$ cat config.mk
export PLATFORM = sky130hd
export DESIGN_NAME = svt_ctrl
export DESIGN_NICKNAME = d
export VERILOG_FILES = /design/src/rtl/svt_pkg.sv /design/src/rtl/svt_ctrl.sv
export SDC_FILE = /design/constraint.sdc
export NUM_CORES = 1
export LEC_CHECK = 0
export BUFFER_PORTS_ARGS = -buffer_cell sky130_fd_sc_hd__buf_2
export CAP_MARGIN = 20
export CORE_UTILIZATION = 25
export CTS_CLUSTER_SIZE = 10
export DETAILED_ROUTE_END_ITERATION = 8
export HOLD_SLACK_MARGIN = 0.05
export PLACE_DENSITY_LB_ADDON = 0.3
export SYNTH_ARGS = -nofsm -noshare
export SYNTH_HDL_FRONTEND = slang
export SYNTH_SLANG_ARGS = --single-unit
export TNS_END_PERCENT = 1
$ cat constraint.sdc
create_clock -name clk -period 1.6 [get_ports clk]
set_input_delay 0.32 -clock clk [delete_from_list [all_inputs] [get_ports clk]]
set_output_delay 0.32 -clock clk [all_outputs]
set_load 0.02 [all_outputs]
$ cat src/rtl/svt_pkg.sv
// ----------------------------------------------------------------------------
// svt_pkg: shared types for the summed-volume table box counter
// Payload structs, register indexes and controller/datapath link structs.
// ----------------------------------------------------------------------------
package svt_pkg;

  // configuration register indexes
  localparam logic [1:0] CFG_SIZE_X = 2'd0;
  localparam logic [1:0] CFG_SIZE_Y = 2'd1;
  localparam logic [1:0] CFG_SIZE_Z = 2'd2;

  // opcodes
  localparam logic OP_LOAD  = 1'b0;
  localparam logic OP_QUERY = 1'b1;

  localparam int CountW = 15;

  typedef struct packed {
    logic       opcode;
    logic       cell_hit;
    logic [4:0] centre_x;
    logic [4:0] centre_y;
    logic [4:0] centre_z;
    logic [4:0] radius;
  } in_t;

  typedef struct packed {
    logic [CountW-1:0] count;
    logic              ready_res;
  } out_t;

  // controller to datapath
  typedef struct packed {
    logic       capture;
    logic       rd;
    logic [2:0] corner;
    logic       fin;
  } cmd_t;

  // datapath to controller
  typedef struct packed {
    logic skip;
  } sts_t;

endpackage

$ cat src/rtl/svt_ctrl.sv
// ----------------------------------------------------------------------------
// svt_ctrl: sequencing state machine
// Takes an item, steps the eight corner reads unless the item is skipped, then hands off the result.
// ----------------------------------------------------------------------------
module svt_ctrl (
  input  logic          clk,
  input  logic          rst,
  input  logic          in_valid,
  output logic          in_ready,
  output logic          out_valid,
  input  logic          out_ready,
  input  svt_pkg::sts_t sts,
  output svt_pkg::cmd_t cmd
);
  import svt_pkg::*;

  localparam logic [1:0] S_IDLE  = 2'd0;
  localparam logic [1:0] S_READ  = 2'd1;
  localparam logic [1:0] S_DRAIN = 2'd2;
  localparam logic [1:0] S_FIN   = 2'd3;

  logic [1:0] state, state_next;
  logic [2:0] corner, corner_next;
  logic       out_valid_next;

  // next state and commands
  always_comb begin
    state_next  = state;
    corner_next = corner;
    cmd         = '0;
    cmd.corner  = corner;
    in_ready    = 1'b0;
    unique case (state)
      S_IDLE: begin
        in_ready = 1'b1;
        if (in_valid) begin
          cmd.capture = 1'b1;
          corner_next = '0;
          state_next  = sts.skip ? S_FIN : S_READ;
        end
      end
      S_READ: begin
        cmd.rd      = 1'b1;
        corner_next = corner + 3'd1;
        if (corner == 3'd7) state_next = S_DRAIN;
      end
      S_DRAIN: begin
        state_next = S_FIN;
      end
      S_FIN: begin
        if (!out_valid || out_ready) begin
          cmd.fin    = 1'b1;
          state_next = S_IDLE;
        end
      end
      default: state_next = S_IDLE;
    endcase
  end

  // output valid holds until taken
  always_comb begin
    out_valid_next = out_valid;
    if (out_valid && out_ready) out_valid_next = 1'b0;
    if (cmd.fin) out_valid_next = 1'b1;
  end

  always_ff @(posedge clk) begin
    if (rst) begin
      state     <= S_IDLE;
      corner    <= '0;
      out_valid <= 1'b0;
    end else begin
      state     <= state_next;
      corner    <= corner_next;
      out_valid <= out_valid_next;
    end
  end

endmodule

# After elaboration in Yosys (flattened, before gate mapping)
# Index checks and enable logic that the tools add are counted.
# Widths: inputs -> output; s select.
dict set report totals {
  reg_bits 6
  latchBits 0
  ramBits 0
  romBits 0
  input_bits 5
  mem_count 0
}
dict set report classes {
  add_sub_neg 1
  multipliers 0
  div_mod_pow 0
  n_lt_le_gt_ge 0
  n_eq_ne 7
  n_shift 0
  n_mux 15
  bitwise_logic 0
  reduce_logical 8
}
# operator n
set ops {}
lappend ops {{$mux 1} 8}
lappend ops {{$mux 2} 4}
lappend ops {{$pmux 2 s4} 1}
lappend ops {{$ne 2x2->1 const B} 3}
lappend ops {{$pmux 3 s2} 1}
lappend ops {{$eq 2x2->1 const B} 2}
lappend ops {{$reduce_bool 2->1} 2}
lappend ops {{$add 3x1->3 const B} 1}
lappend ops {{$eq 3x3->1 const B} 1}
lappend ops {{$mux 3} 1}
lappend ops {{$reduce_and 3->1} 1}
lappend ops {{$eq 2x1->1 const B} 1}
lappend ops {{$logic_not 2->1} 1}
lappend ops {{$reduce_and 2->1} 1}
lappend ops {{$logic_and 1x1->1} 1}
lappend ops {{$logic_not 1->1} 1}
lappend ops {{$logic_or 1x1->1} 1}

# Logic depth before layout (Yosys ltp)
dict set report depth {
  depth_word 5
  depth_mapped 5
  depth_no_buf 5
}

# Worst setup path after synthesis
# No wires, ideal clock.
dict set report synth_path {
  path_type {register to register}
  from {register corner[0]}
  to {register state[1]}
  setup_ns 0.123
  arrival_time_ns 1.571
  required_ns 1.477
  slack_ns -0.094
  path_stages_with_launch 6
  path_buffers 0
  period_less_slack_ns 1.694
  cell_sequence {dfxtp_1 -> ha_1 -> ha_1 -> inv_1 -> a222oi_1 -> mux2_1}
}
dict set report synth_between {
  elab_chain_len 3
}
# item line_no
set synth_lines {}
lappend synth_lines {{start: declaration} svt_ctrl.sv:23} ;# logic [2:0] corner, corner_next;
lappend synth_lines {{start signal: assignment} svt_ctrl.sv:74} ;# corner <= corner_next;
lappend synth_lines {{$eq 3x3->1} svt_ctrl.sv:45} ;# if (corner == 3'd7) state_next = S_DRAIN;
lappend synth_lines {{$ne 2x2->1 (no line)} -}
lappend synth_lines {{$reduce_and 3->1 (no line)} -}
lappend synth_lines {{end signal: assignment} svt_ctrl.sv:73} ;# state <= state_next;
lappend synth_lines {{end: declaration} svt_ctrl.sv:22} ;# logic [1:0] state, state_next;
# No other way between the ends.
# A chain may end at the register's enable or synchronous reset.

==> run summary <==
Status -> completed
Tightest Hold Check Type -> in2reg
Top cell type by total area after synthesis -> dfxtp_1
GRT Util Overall -> 0.1034
Switching Share -> 0.4017
Storage element area -> 125.1 sq um
CP top delay family -> flip-flops
Tot Pwr -> 0.9281 mW
Area grow syn2layout -> 50.85%
Synthesized Nets -> 50
Share of cells above drive strength 1 -> 0.5690
Final setup TNS -> 0 ns
Leak -> 0.2647 nW
Commonest non-fill, non-tap cell in the layout -> buf_2
Root Buffer Master -> clkbuf_4
NetSw -> 0.3728 mW
I/O pin count -> 13
Sequential-to-total area share from yosys stat -> 0.3276
Relative slew slack -> 0.7485
Antenna Violating Nets Remaining -> 0
Vias in the first global route -> 269
CP Capture Point -> cmd[5]
Mapped Area -> 366.6 sq um
Slowest cell on crit path -> dfxtp_2
Drt total wl -> 893 um
Area of the multi-input gates -> 267.8 sq um
YS warnings -> 0
First-pass GRT wire length -> 1076 um
Largest net degree at the start of global routing -> 9
Post-route cell area -> 553.0 sq um
Synth top area share -> 0.3276
Clock transition at path regs -> 0.05 ns
CTS Buffer Depth -> 2
Beginning of the worst register-to-register path -> corner[1]
CP bufs+invs -> 3
Seq pwr share -> 0.234
CTS tree -> built
Initial core utilization -> 0.2749
CP Class -> reg2out
Drt pass-1 iters -> 4
CP cell instances -> inv_2 > ha_2 > buf_6 > and2_2 > buf_4
H-tree levels -> 1
Syn avg cell area -> 9.400 sq um
Clock network fraction of total power -> 0.155
Final period util -> 0.9867
Clock Skew -> 0.002430 ns
Final Slew Violations -> 0
Cells after Synth -> 39
Die H -> 40.30 um
Most frequent cells in the layout -> buf_2 (11), nor2_1 (6), buf_4 (5)
P per Cell Area -> 1678 mW/mm^2
Net count, final -> 71
Crit. End Element -> primary output
Input/output buffers -> 12
Ranking of synthesized cells by area -> dfxtp_1 (33%), ha_1 (20%), mux2i_1 (8.2%)
Ant diodes -> 0
Fin. Hold Viols -> 0
Crit. Startpoint -> state[1]
Grt ovf -> 0
Core Rows -> 13
R2R setup slack -> 0.04 ns
Hold wc startpoint -> rst
Pre-CTS WS -> 0.04465 ns
Total CTS buffers -> 3
DP Wirelength -> 547.5 um
RSZ-0062 raised after global routing -> true
Setup WS post-layout -> 0.02134 ns
Initial antenna violation count -> 0
CP Max Fanout -> 6
DR iter-0 viols -> 3
Post-Place Cell Area -> 460.4 sq um
VDD IR max -> 0.4007 mV
FF+latch count, synth -> 6
Post-DR wirelength/cell -> 12.23 um
Vias -> 331
Core footprint -> 0.001334 sq mm
Vias per cell -> 4.534
Clock sinks -> 6
Max-cap viol count -> 0
Worst-margin pin slew -> 0.3772 ns
Worst Path Required -> 1.28 ns
Fillers -> 141
Min cycle time layout -> 1.579 ns
FF-to-FF End -> state[1]
Die Span X -> 40.30 um
Finished Core Util -> 0.4146
Library cells used by synthesis -> 17
Pint -> 0.5552 mW
Worst skew pair latency -> 0.25 ns
RePlAce Congestion -> 0.6617
DRC errors left -> 0
Crit. path cell count -> 5
R2R cell count -> 5
CP arrival -> 1.26 ns
CP startpoint kind -> flop
Die area -> 0.001624 sq mm
Comb pwr share -> 0.611
CP max stage delay -> 0.34 ns
Fmax -> 633.5 MHz
Final setup vio count -> 0
worst register-to-register path, cell delays in order (launching register included):
cell and delay (ns):
dfxtp_2 0.36, ha_4 0.15, ha_4 0.12, inv_2 0.03, a222oi_1 0.40, mux2_2 0.39
routing by layer:
| layer | vias to the layer above | global-route usage | part of all wire |
|---|---|---|---|
| met3 | 2 | 0 | 0.030 |
| met1 | 147 | 0.1107 | 0.48 |
| met5 | - | 0 | 0 |
| met2 | 9 | 0.1935 | 0.48 |
| met4 | 0 | 0.07500 | 0.016 |
| li1 | 173 | - | - |
logic make-up after synthesis:
group,count (synthesis),synth area share
buffers and inverters,5,0.06143
AND/OR/NAND/NOR,13,0.1843
flip-flops,6,0.3277
AO/OA/AOI/OAI,5,0.1092
multiplexers,4,0.1126
adder cells (fa/ha/maj),6,0.2048
power by group through the flow:
stage	clock [mW]	sequential, mW	combinational (mW)
3_3_place_gp	0	0.219	0.450
5_1_grt	0.152	0.220	0.611
2_1_floorplan	0	0.229	0.302
3_5_place_dp	0	0.220	0.443
4_1_cts	0.147	0.214	0.493
6_report	0.144	0.217	0.567
state kept, by name, indices dropped and copies added (netlist names):
| register | cells |
|---|---|
| corner | 3 |
| out_valid | 1 |
| state | 2 |
repair_timing:
item / in CTS / in global routing
setup buffers: 2 / 1
hold buffers: 0 / 0
gates resized for setup: 4 / 9
setup endpoints to repair: 1 / 3
pin swaps: 0 / 2
layout make-up:
cell class / count / share of cell area
clock buffers: 3 / 0.04072
inverters: 4 / 0.02715
multi-input cells: 28 / 0.4842
flip-flops and latches: 6 / 0.2262
well taps: 15 / 0.03394
repair buffers: 17 / 0.1878
worst min-delay path by stage:
stage	slack (ns)	to	depth (start not counted)
3_5_place_dp	0.48	corner[0]	2
3_3_place_gp	0.46	corner[0]	2
5_1_grt	0.36	corner[0]	2
2_1_floorplan	0.38	corner[0]	1
6_report	0.34	out_valid	2
4_1_cts	0.34	out_valid	2
metrics by stage:
stage,hold slack (ns),cells
finish,0.3420,73
detailed placement,0.4769,67
global placement,0.4641,67
CTS,0.3401,72
global route,0.3566,73
floorplan,0.3817,39
cells in the mapped netlist:
cell,n
a21oi_1,1
a222oi_1,1
a32oi_1,2
and2_2,1
buf_4,1
dfxtp_1,6
ha_1,6
inv_1,4
mux2_1,1
mux2i_1,3
nand2_1,1
nand2b_1,1
nand3b_1,1
nor2_1,6
nor2b_1,2
o21bai_1,1
or2b_1,1
(Power assumes the default switching activity.)
